`config.mk`:
```
export PLATFORM = sky130hd
export DESIGN_NAME = amt_ctrl
export DESIGN_NICKNAME = d
export VERILOG_FILES = /design/src/amt_pkg.sv /design/src/amt_ctrl.sv
export SDC_FILE = /design/constraint.sdc
export NUM_CORES = 1
export LEC_CHECK = 0
export ABC_AREA = 1
export BUFFER_PORTS_ARGS = -buffer_cell sky130_fd_sc_hd__clkbuf_2
export CAP_MARGIN = 40
export CORE_AREA = 3 3 40 42
export CTS_CLUSTER_SIZE = 16
export DETAILED_ROUTE_END_ITERATION = 12
export DIE_AREA = 0 0 43 45
export PLACE_DENSITY = 0.49
export SETUP_SLACK_MARGIN = 0.05
export SYNTH_ARGS = -nofsm -noshare
export SYNTH_HDL_FRONTEND = slang
export SYNTH_SLANG_ARGS = --single-unit
```
`constraint.sdc`:
```
create_clock -name clk -period 1.9 [get_ports clk]
set_input_delay 0.095 -clock clk [delete_from_list [all_inputs] [get_ports clk]]
set_output_delay 0.095 -clock clk [all_outputs]
set_load 0.05 [all_outputs]
```
`src/amt_pkg.sv`:
```
// ----------------------------------------------------------------------------
// Adaptive mean threshold: package
// Shared widths, register indexes, controller types and the reciprocal table.
// ----------------------------------------------------------------------------
`default_nettype none

package amt_pkg;

	localparam int MAX_WIDTH = 1024;
	localparam int COL_W     = $clog2(MAX_WIDTH);
	localparam int ROW_W     = 12;
	localparam int PIX_W     = 8;
	localparam int SUM_W     = 12;
	localparam int CNT_W     = 4;
	localparam int RCP_W     = 17;
	localparam int RCP_SHIFT = 16;
	localparam int PROD_W    = SUM_W + RCP_W;
	localparam int CFG_W     = 12;
	localparam int IDX_W     = 3;

	localparam logic [IDX_W-1:0] REG_IMAGE_WIDTH  = 3'd0;
	localparam logic [IDX_W-1:0] REG_IMAGE_HEIGHT = 3'd1;
	localparam logic [IDX_W-1:0] REG_MEAN_OFFSET  = 3'd2;
	localparam logic [IDX_W-1:0] REG_HIGH_VALUE   = 3'd3;
	localparam logic [IDX_W-1:0] REG_INVERT_MODE  = 3'd4;

	typedef logic [COL_W-1:0] amt_col_t;
	typedef logic [COL_W:0]   amt_wid_t;
	typedef logic [ROW_W-1:0] amt_row_t;

	typedef enum logic [2:0] {
		ST_IDLE,
		ST_READ,
		ST_SHIFT,
		ST_SUM,
		ST_MUL,
		ST_EMIT
	} amt_state_t;

	typedef struct packed {
		logic take;
		logic read;
		logic shift;
		logic sum;
		logic mul;
		logic emit;
		logic sel;
	} amt_cmd_t;

	typedef struct packed {
		logic item_ok;
		logic first_res;
		logic second_res;
		logic out_free;
	} amt_stat_t;

	// ceil(2^16 / n): exact floor division for sums below 2304
	function automatic logic [RCP_W-1:0] amt_recip(input logic [CNT_W-1:0] n);
		logic [RCP_W-1:0] r;
		unique case (n)
			4'd1:    r = 17'd65536;
			4'd2:    r = 17'd32768;
			4'd3:    r = 17'd21846;
			4'd4:    r = 17'd16384;
			4'd5:    r = 17'd13108;
			4'd6:    r = 17'd10923;
			4'd7:    r = 17'd9363;
			4'd8:    r = 17'd8192;
			4'd9:    r = 17'd7282;
			default: r = 17'd65536;
		endcase
		return r;
	endfunction

endpackage

`default_nettype wire

```
`src/amt_ctrl.sv`:
```
// ----------------------------------------------------------------------------
// Adaptive mean threshold: controller
// Sequences read, window shift and up to two threshold decisions per request.
// ----------------------------------------------------------------------------
`default_nettype none

module amt_ctrl import amt_pkg::*; (
	input  wire logic      clk,
	input  wire logic      arst_n,
	input  wire logic      in_valid,
	output      logic      in_ready,
	input  wire amt_stat_t stat,
	output      amt_cmd_t  cmd
);

	amt_state_t state_q, state_n;
	logic       sel_q, sel_n;

	always_ff @(posedge clk or negedge arst_n) begin
		if (!arst_n) begin
			state_q <= ST_IDLE;
			sel_q   <= 1'b0;
		end else begin
			state_q <= state_n;
			sel_q   <= sel_n;
		end
	end

	always_comb begin
		state_n = state_q;
		sel_n   = sel_q;
		unique case (state_q)
			ST_IDLE: begin
				if (in_valid && stat.item_ok)
					state_n = ST_READ;
			end
			ST_READ:  state_n = ST_SHIFT;
			ST_SHIFT: begin
				sel_n = !stat.first_res;
				if (stat.first_res || stat.second_res)
					state_n = ST_SUM;
				else
					state_n = ST_IDLE;
			end
			ST_SUM:   state_n = ST_MUL;
			ST_MUL:   state_n = ST_EMIT;
			ST_EMIT: begin
				if (stat.out_free) begin
					if (!sel_q && stat.second_res) begin
						sel_n   = 1'b1;
						state_n = ST_SUM;
					end else begin
						state_n = ST_IDLE;
					end
				end
			end
			default:  state_n = ST_IDLE;
		endcase
	end

	always_comb begin
		cmd      = '0;
		cmd.sel  = sel_q;
		in_ready = 1'b0;
		unique case (state_q)
			ST_IDLE: begin
				in_ready = 1'b1;
				cmd.take = in_valid && stat.item_ok;
			end
			ST_READ:  cmd.read  = 1'b1;
			ST_SHIFT: cmd.shift = 1'b1;
			ST_SUM:   cmd.sum   = 1'b1;
			ST_MUL:   cmd.mul   = 1'b1;
			ST_EMIT:  cmd.emit  = stat.out_free;
			default:  cmd       = '0;
		endcase
	end

endmodule

`default_nettype wire

```
==> results of run 1 <==
## path summary, 6_finish.rpt
check                            from    endpoint  cells past startpoint
setup / recovery           state_q[2]      cmd[1]                      3
setup reg to reg           state_q[2]  state_q[0]                      5
max in group asynchronous      arst_n  state_q[2]                      2
hold / removal                stat[2]       sel_q                      4
hold reg to reg                 sel_q       sel_q                      2
min in group asynchronous      arst_n  state_q[0]                      2
## per-stage QoR
stage | cell area (µm²) | utilization (%) | total power (W)
floorplan | 354.1 | - | 0.0007172
global placement | 431.7 | 33.59 | 0.0008249
detailed placement | 431.7 | 33.59 | 0.0008206
CTS | 464.2 | 36.12 | 0.0009303
global route | 464.2 | 36.12 | 0.001009
finish | 464.2 | 36.12 | 0.0009151
## where the power goes
part	internal [W]	leakage (nW)	switching, W
clock	0.0000704	0.0138	0.0000311
combinational	0.000157	0.228	0.000468
sequential	0.000127	0.0510	0.0000614
total	0.000354	0.292	0.000561
## registers in the layout, indices dropped and copies added (netlist names)
name	count
state_q	3
sel_q	1
## metal layers
| metal | wire (µm) | GRT usage [%] |
|---|---|---|
| met1 | 353 | 10.71 |
| met2 | 329 | 13.47 |
| met3 | 66 | 1.992 |
| met4 | 0 | 7.229 |
| met5 | 0 | 0 |
## tightest hold or removal path, delay by kind of cell
kind                   cells  cell delay [ns]
and+or+nand+nor            3             0.17
buffers and inverters      1             0.09
## repair_timing
| item | in CTS | in global routing |
|---|---|---|
| hold endpoints to repair | 4 | 0 |
| hold buffers | 1 | 0 |
| buffers inserted | 0 | 0 |
| setup endpoints to repair | 0 | 0 |
## synthesized netlist by cell type
cell,n
nand2_1,13
nor2_1,6
nor3_2,1
nand2_2,1
inv_1,9
nand3_1,7
a21oi_1,1
nor2_4,2
dfrtp_1,4
nor2_2,2
nand3_2,3
inv_2,3
o21ai_1,1
buf_6,1
## layout make-up
| type | count | area (µm²) | share of cell area [%] |
|---|---|---|---|
| clock buffer | 3 | 22.52 | 4.852 |
| inverter | 12 | 45.04 | 9.704 |
| multi-input combinational | 37 | 197.7 | 42.59 |
| sequential | 4 | 100.1 | 21.56 |
| tap | 15 | 18.77 | 4.043 |
| timing repair buffer | 15 | 80.08 | 17.25 |
## kinds of logic (layout without fill, tap and decap cells)
group | after synthesis | after routing | share of synthesized area [%]
buf+inv | 13 | 30 | 15.90
simple gates | 35 | 35 | 53.00
compound gates | 2 | 2 | 2.824
flops | 4 | 4 | 28.27
==> out/results.env, run 1 <==
FINALHOLDVIOLATIONS=0
RSZ_0062_RAISED_AFTER_GLOBAL_ROUTING='no'
DETAILEDROUTE.FIRSTITERATIONVIOLATIONS=7
STATIC-LEAKAGE-POWER_nW=0.2924
SYNTHESIS.YOSYS.WARNINGS=0
CTS_TREE='yes'
SLEW_AT_THE_PIN_CLOSEST_TO_ITS_MAX_SLEW_LIMIT_NS=0.3500
GRT_PASS1_VIAS=314
MOST-COMMON-LAYOUT-CELLS='14 x clkbuf_2, 13 x nand2_1, 9 x inv_1'
SYNTH_TOP_CELL_BY_AREA='dfrtp_1'
DIEWIDTH_UM=43
FIN_CELLS=86
NETLIST-CELL-TYPE-COUNT=14
PATH_CLK_SLEW_NS=0.04
NETLIST_TOP_CELLS_AREA='dfrtp_1 28%, nand2_1 14%, nand3_1 9.9%'
POWERDENSITY_mW_PER_MM2=1971
SYNTHESIZED_NETS=61
DRT-TOTAL-WL_UM=749
TIMING.FINAL.MAX_SLEW_VIOLATIONS=0
FP.DIEAREA_MM2=0.001935
CTS_RESIZED=0
PATH_CELLS='nand3_2 > nor2_1 > clkbuf_2'
GRT_USAGE_PCT=8.855
SYNTH_AREA_PER_CELL_UM2=6.557
FINAL_ROUTED_DRC_VIOLATION_TOTAL=0
TIMING.HOLD.WS_NS=0.1707
CP.ARRIVAL_NS=1.36
VIASPERCELL=4.163
SETUP_TOTAL_NEGATIVE_SLACK_NS=0
SETUP.WORST_PATH.END_CLASS='output port'
GRT_FIRST_PASS_WIRELENGTH_MM=1.255
PLACEMENT.SETUP.WORST_SLACK_NS=0.6792
FINAL_NETS=80
LAYOUT.CELLS.MOST_COMMON='clkbuf_2'
MAXCAPVIOLCOUNT=0
POST_DRT_WL_PER_CELL_UM=8.709
CTS_BUFFERS=3
POSTSYNTHCELLCOUNT=54
MAXSLEWHEADROOM_PCT=76.67
GRT_START_MAX_NET_PINS=9
SYN2LAYOUT_AREA_GROWTH_PCT=31.10
HPWL_DP_UM=626.8
SETUP_VIOLATIONS=0
MAX_FREQ_MHz=688.4
CLOCK_TREE.BUFFER_DEPTH=2
LAYOUT_WORST_PATH_CYCLE_SHARE_PCT=76.46
PEAKVDDDROP_mV=0.9117
NUM_ROWS=13
TIMING.CRITICAL_PATH.MAX_DELAY_FAMILY='flip-flops'
DIE_HEIGHT_UM=45
SYNTHDOMINANTCELLAREASHARE_PCT=28.27
REG2REG_SLACK_NS=0.77
CP_MAX_FO=8
SYNTH.FF_LATCH_COUNT=4
CLOCKROOTBUFFER='clkbuf_4'
SEQ_AREA_FRAC_SYNTH_PCT=28.27
REQUIRED_NS=1.80
PATH_BUF_INV=1
CRITICAL-PATH-SLOWEST-CELL='dfrtp_1'
TIMING.SETUP.CRITICAL_PATH_CLASS='reg -> out'
INITIAL_UTIL_PCT=27.56
FINAL.SETUP_SKEW_NS=0.0002054
DPL.CELL_COUNT=82
LARGEST_INCREMENTAL_DELAY_ON_THE_CRITICAL_PATH_NS=0.54
PIN_COUNT=15
FILLERINSTANCES=142
GPL.FINAL_WEIGHTED_CONGESTION=0.7105
PORT-BUFFER-COUNT=14
CLOCK_LATENCY_NS=0.23
TIMING.HOLD.WORST.CLASS='in -> reg'
VIAS=358
NUM_ANTENNA_CELLS=0
MIN_PERIOD_NS=1.453
OUTCOME='finished, final reports clean'
CTS_SINKS=4
DRIVE_ABOVE_1_SHARE_PCT=40.85
CORE_REGION_AREA_MM2=0.001285
GR-TOTAL-OVERFLOW=0
FIRST_PASS_ITERS=4
FINALWORSTSETUPSLACK_NS=0.4473
ANTENNA_LEFT=0
STARTPOINT_TYPE='flip-flop'
INITIAL_ANTENNA_VIOLATION_COUNT=0
LEVEL_COUNT_OF_THE_CLOCK_H_TREE=1
SYNTH.CELL_AREA_UM2=354.1
Note: power is estimated with default switching activity, not from simulation.
==> run 2, diff against run 1 <==
- PLACE_DENSITY: 0.49 -> 0.5
- clock period: 1.9 -> 1.3 ns (I/O delays scaled with it)
==> out/results.env, run 2 (same netlist as run 1, synthesis figures left out) <==
NUM_ROWS=13  # unchanged
DRT-TOTAL-WL_UM=903  # +21%
NUM_ANTENNA_CELLS=0  # unchanged
FINAL.SETUP_SKEW_NS=0.002440  # +0.002235 ns
OUTCOME='finished, final reports clean'
PORT-BUFFER-COUNT=14  # unchanged
PEAKVDDDROP_mV=1.040  # +14%
INITIAL_ANTENNA_VIOLATION_COUNT=0  # unchanged
HPWL_DP_UM=657.9  # +5.0%
LAYOUT.CELLS.MOST_COMMON='nand2_1'
MAX_FREQ_MHz=806.5
INITIAL_UTIL_PCT=27.56  # unchanged
TIMING.FINAL.MAX_SLEW_VIOLATIONS=0  # unchanged
ANTENNA_LEFT=0  # unchanged
TIMING.HOLD.WORST.CLASS='in -> reg'
FINAL_CORE_UTIL_PCT=50.44  # +14 points
CLOCK_LATENCY_NS=0.24  # about the same
CP.ARRIVAL_NS=1.17  # -0.19 ns
BIGGESTREGSBYFLOPS='state_q: 3 flops, sel_q: 1 flops'
GRT_USAGE_PCT=11.35  # +2.5 points
CORE_REGION_AREA_MM2=0.001285  # unchanged
LARGEST_REGISTER_FFS=3  # unchanged
FINAL_ROUTED_DRC_VIOLATION_TOTAL=0  # unchanged
VIASPERCELL=4.587  # +10%
MOST-COMMON-LAYOUT-CELLS='12 x nand2_1, 8 x inv_1, 7 x nand3_1, 7 x buf_8, 6 x clkbuf_2'
CTS_BUFFERS=3  # unchanged
GR-MAX-USAGE-LAYER='met2'
GR-TOTAL-OVERFLOW=0  # unchanged
GRT_PASS1_VIAS=376  # +20%
FIRST_PASS_ITERS=4  # unchanged
DRIVE_ABOVE_1_SHARE_PCT=55.84  # +15 points
DETAILEDROUTE.FIRSTITERATIONVIOLATIONS=6  # -1
SETUP_VIOLATIONS=0  # unchanged
SLEW_AT_THE_PIN_CLOSEST_TO_ITS_MAX_SLEW_LIMIT_NS=0.2341  # -0.1158 ns
PLACEMENT.SETUP.WORST_SLACK_NS=0.06862  # -0.6106 ns
CLOCK_TREE.BUFFER_DEPTH=2  # unchanged
MET1_USAGE_PCT=14.08  # +3.4 points
SETUP_TOTAL_NEGATIVE_SLACK_NS=0  # unchanged
CTS_TREE='yes'
FILLERINSTANCES=123  # -13%
SYN2LAYOUT_AREA_GROWTH_PCT=83.04
CP_MAX_FO=6  # -2
REQUIRED_NS=1.24  # -0.56 ns
TOTAL_SWITCHING_POWER_W=0.001021  # +82%
PIN_COUNT=15  # unchanged
TIMING.SETUP.CRITICAL_PATH_CLASS='reg -> out'
POST_DRT_WL_PER_CELL_UM=9.815  # +13%
MIN_PERIOD_NS=1.240
CTS_SINKS=4  # unchanged
USE_MET2_PCT=16.17  # +2.7 points
CLOCK_POWER_SHARE_PCT=8.7  # -2.4 points
MAXCAPVIOLCOUNT=0  # unchanged
RSZ_0062_RAISED_AFTER_GLOBAL_ROUTING='yes'
P_INT_W=0.0008572  # +140%
VIAS=422  # +18%
TIMING.HOLD.WS_NS=0.1177  # -0.05295 ns
STARTPOINT_TYPE='flip-flop'
MAXSLEWHEADROOM_PCT=84.39  # +7.7 points
GPL.FINAL_WEIGHTED_CONGESTION=0.8069  # +14%
GRT_FIRST_PASS_WIRELENGTH_MM=1.587  # +26%
RELATIVE_CONTRIBUTION_OF_SEQUENTIAL_CELLS_TO_TOTAL_POWER_PCT=16.3  # -4.2 points
COMBPWRFRAC_PCT=75.0  # +6.6 points
DIE_HEIGHT_UM=45  # unchanged
SETUP.WORST_PATH.END_CLASS='output port'
MET3_USAGE_PCT=3.586  # +1.6 points
PATH_CLK_SLEW_NS=0.04  # about the same
LAYOUT_WORST_PATH_CYCLE_SHARE_PCT=95.38
LARGEST-REGISTER='state_q'
LEVEL_COUNT_OF_THE_CLOCK_H_TREE=1  # unchanged
FP.DIEAREA_MM2=0.001935  # unchanged
FINALHOLDVIOLATIONS=0  # unchanged
POWERDENSITY_mW_PER_MM2=2898  # +47%
DIEWIDTH_UM=43  # unchanged
GRT_START_MAX_NET_PINS=7  # -2
FINAL_NETS=86  # +7.5%
FINALWORSTSETUPSLACK_NS=0.06004  # -0.3873 ns
STATIC-LEAKAGE-POWER_nW=0.3408  # +17%
CLOCKROOTBUFFER='clkbuf_4'
POWER.SHARE.SWITCHING_PCT=54.36  # -6.9 points
## run 2: metal layers
metal / wire, µm / vias to the layer above
met5: 0 / -
met4: 19 / 0
met3: 41 / 2
met2: 475 / 12
met1: 368 / 193
li1: - / 215
## run 2: power by group through the flow
stage | clock network (W) | registers, W | logic, W
finish | 0.000164 | 0.000306 | 0.00141
global route | 0.000177 | 0.000314 | 0.00150
CTS | 0.000171 | 0.000296 | 0.00128
detailed placement | 0 | 0.000285 | 0.000954
global placement | 0 | 0.000283 | 0.000960
floorplan | 0 | 0.000226 | 0.000857
## run 2: critical path, cell delays in order (launching register included)
cell,delay (ns)
dfrtp_2,0.49
inv_4,0.07
buf_6,0.12
nor2_4,0.09
buf_8,0.15
## run 2: final timing paths
| kind | start | to | slack (ns) | depth (start not counted) |
|---|---|---|---|---|
| worst min-delay path | stat[2] | sel_q | 0.12 | 4 |
| worst max register to register | state_q[1] | sel_q | 0.12 | 8 |
| worst min register to register | sel_q | sel_q | 0.51 | 2 |
| min in group asynchronous | arst_n | sel_q | 0.15 | 2 |
| worst max-delay path | state_q[2] | cmd[2] | 0.06 | 4 |
| max in group asynchronous | arst_n | state_q[1] | 1.01 | 2 |
## run 2: timing repair
action / CTS / global route
resized for setup: 26 / 13
hold buffers: 1 / 0
hold endpoints to repair: 4 / 0
setup endpoints to repair: 8 / 7
buffers inserted: 4 / 2
pin swaps: 1 / 3
## run 2: layout make-up
cell class,instances,area [µm²],share of cell area [%]
Multi-Input combinational cell,37,244.0,37.64
Timing Repair Buffer,21,201.4,31.08
Sequential cell,4,103.9,16.02
Inverter,12,57.56,8.880
Clock buffer,3,22.52,3.475
Tap cell,15,18.77,2.896
## run 2: metrics by stage
step | total power [W] | cells | cell area, µm²
5_1_grt | 0.001995 | 92 | 648.1
2_1_floorplan | 0.001083 | 54 | 367.9
4_1_cts | 0.001748 | 90 | 609.3
3_5_place_dp | 0.001239 | 82 | 445.4
6_report | 0.001878 | 92 | 648.1
3_3_place_gp | 0.001243 | 82 | 445.4
==> run 3, diff against run 2 <==
- MAX_ROUTING_LAYER: not set -> met4
- PLACE_DENSITY: 0.5 -> not set
==> out/results.env, run 3 (same netlist as run 1, synthesis figures left out) <==
OUTCOME='finished, final reports clean'
GRT_FIRST_PASS_WIRELENGTH_MM=1.317  # -17%
GRT_PASS1_VIAS=344  # -8.5%
GR-TOTAL-OVERFLOW=0  # unchanged
GPL.FINAL_WEIGHTED_CONGESTION=0.8324  # +3.2%
VIAS=398  # -5.7%
DRIVE_ABOVE_1_SHARE_PCT=53.33  # -2.5 points
CORE_REGION_AREA_MM2=0.001285  # unchanged
NUM_ROWS=13  # unchanged
LEVEL_COUNT_OF_THE_CLOCK_H_TREE=1  # unchanged
PEAKVDDDROP_mV=1.042  # +0.22%
SYN2LAYOUT_AREA_GROWTH_PCT=74.56
RSZ_0062_RAISED_AFTER_GLOBAL_ROUTING='yes'
CTS_TREE='yes'
FIRST_PASS_ITERS=4  # unchanged
DRT-TOTAL-WL_UM=898  # -0.55%
MAXSLEWHEADROOM_PCT=83.08  # -1.3 points
FIN_CELLS=90  # -2.2%
DIEWIDTH_UM=43  # unchanged
MAXCAPVIOLCOUNT=0  # unchanged
TIMING.FINAL.MAX_SLEW_VIOLATIONS=0  # unchanged
PATH_CLK_SLEW_NS=0.04  # about the same
FINAL_ROUTED_DRC_VIOLATION_TOTAL=0  # unchanged
CTS_SINKS=4  # unchanged
CP_MAX_FO=8  # +2
VIASPERCELL=4.422  # -3.6%
FP.DIEAREA_MM2=0.001935  # unchanged
SLEW_AT_THE_PIN_CLOSEST_TO_ITS_MAX_SLEW_LIMIT_NS=0.2538  # +0.01968 ns
LAYOUT.CELLS.MOST_COMMON='nand2_1'
STDCELL_AREA_UM2=618.1  # -4.6%
SETUP.WORST_PATH.END_CLASS='output port'
MOST-COMMON-LAYOUT-CELLS='13 x nand2_1, 7 x inv_1, 7 x nand3_1, 7 x buf_8, 6 x clkbuf_2'
POST_DRT_WL_PER_CELL_UM=9.978  # +1.7%
FINALHOLDVIOLATIONS=0  # unchanged
PLACED_AREA_UM2=445.4  # unchanged
STARTPOINT_TYPE='flip-flop'
DPL.CELL_COUNT=82  # unchanged
LAYOUT_WORST_PATH_CYCLE_SHARE_PCT=96.47  # +1.1 points
BIGGESTREGSBYFLOPS='state_q: 3 flops, sel_q: 1 flops'
CLOCK_TREE.BUFFER_DEPTH=2  # unchanged
CLOCKROOTBUFFER='clkbuf_4'
ANTENNA_LEFT=0  # unchanged
FINAL.SETUP_SKEW_NS=0.003165  # +0.0007245 ns
DIE_HEIGHT_UM=45  # unchanged
CTS_BUFFERS=3  # unchanged
GRT_USAGE_PCT=9.672  # -1.7 points
LARGEST_REGISTER_FFS=3  # unchanged
MAX_FREQ_MHz=797.4  # -1.1%
INITIAL_ANTENNA_VIOLATION_COUNT=0  # unchanged
GRT_START_MAX_NET_PINS=9  # +2
HPWL_DP_UM=623.7  # -5.2%
NUM_ANTENNA_CELLS=0  # unchanged
TIMING.SETUP.CRITICAL_PATH_CLASS='reg -> out'
STATIC-LEAKAGE-POWER_nW=0.3288  # -3.5%
REQUIRED_NS=1.24  # about the same
TIMING.HOLD.WORST.CLASS='in -> reg'
DETAILEDROUTE.FIRSTITERATIONVIOLATIONS=7  # +1
CP.ARRIVAL_NS=1.19  # +0.02 ns
CLOCK_LATENCY_NS=0.23  # about the same
INITIAL_UTIL_PCT=27.56  # unchanged
MIN_PERIOD_NS=1.254  # +0.01410 ns
FILLERINSTANCES=113  # -8.1%
PORT-BUFFER-COUNT=14  # unchanged
FINAL_NETS=84  # -2.3%
PIN_COUNT=15  # unchanged
SETUP_VIOLATIONS=0  # unchanged
LARGEST-REGISTER='state_q'
POWERDENSITY_mW_PER_MM2=2851  # -1.6%
==> run 3: cell count changes in the layout (fill, tap and decap cells not counted), sizes merged <==
cell / before / now
buf: 13 / 12
clkbuf: 10 / 9
==> run 3: power by group <==
| part | internal [W] | switching, W | leakage (nW) | total, W |
|---|---|---|---|---|
| combinational | 0.000497 | 0.000814 | 0.267 | 0.00131 |
| clock | 0.000103 | 0.0000470 | 0.0138 | 0.000150 |
| sequential | 0.000190 | 0.000111 | 0.0482 | 0.000302 |
| total | 0.000790 | 0.000972 | 0.329 | 0.00176 |
==> run 3: metrics by stage <==
| stage | setup TNS, ns | setup slack (ns) | hold slack [ns] | utilization (%) | power, W |
|---|---|---|---|---|---|
| 6_report | 0 | 0.04595 | 0.1497 | 48.10 | 0.001762 |
| 5_1_grt | -0.01088 | -0.01088 | 0.1520 | 48.10 | 0.001882 |
| 2_1_floorplan | -0.04434 | -0.02713 | -0.2306 | - | 0.001083 |
| 4_1_cts | 0 | 0.02404 | 0.1416 | 44.50 | 0.001620 |
| 3_3_place_gp | 0 | 0.09717 | -0.1261 | 34.66 | 0.001236 |
| 3_5_place_dp | 0 | 0.08979 | -0.1270 | 34.66 | 0.001230 |
==> run 3: critical path: stages, from the launching register on <==
cell,delay (ns)
dfrtp_2,0.49
inv_4,0.11
nand3_4,0.08
nor2_4,0.12
buf_8,0.15
==> run 3: what timing repair did <==
action	4_1_cts	5_1_grt
hold buffers	1	0
gates cloned	0	0
setup endpoints to repair	8	8
pin swaps	0	2
endpoints found under the hold margin	4	0
gates resized for setup	20	15
buffers inserted	2	2
==> run 3: layout make-up <==
cell class	instances	area, µm²	share of cell area [%]
clock buffers	3	22.52	3.644
inverters	12	55.05	8.907
multi-input cells	37	236.5	38.26
flip-flops and latches	4	102.6	16.60
well taps	15	18.77	3.036
repair buffers	19	182.7	29.55
==> run 3: final timing paths <==
path | depth (start not counted) | end | start | slack (ns)
setup / recovery | 4 | cmd[6] | state_q[2] | 0.05
hold / removal | 4 | sel_q | stat[2] | 0.15
setup reg to reg | 7 | state_q[1] | state_q[1] | 0.15
hold reg to reg | 2 | sel_q | sel_q | 0.51
max in group asynchronous | 2 | state_q[1] | arst_n | 1.00
min in group asynchronous | 2 | state_q[0] | arst_n | 0.16
==> run 3: layer usage <==
metal | routed length, µm | track usage [%] | up-vias
met5 | 0 | - | -
met4 | 18 | 7.229 | 0
met3 | 39 | 2.390 | 2
met2 | 506 | 15.87 | 9
met1 | 333 | 10.07 | 179
li1 | - | - | 208
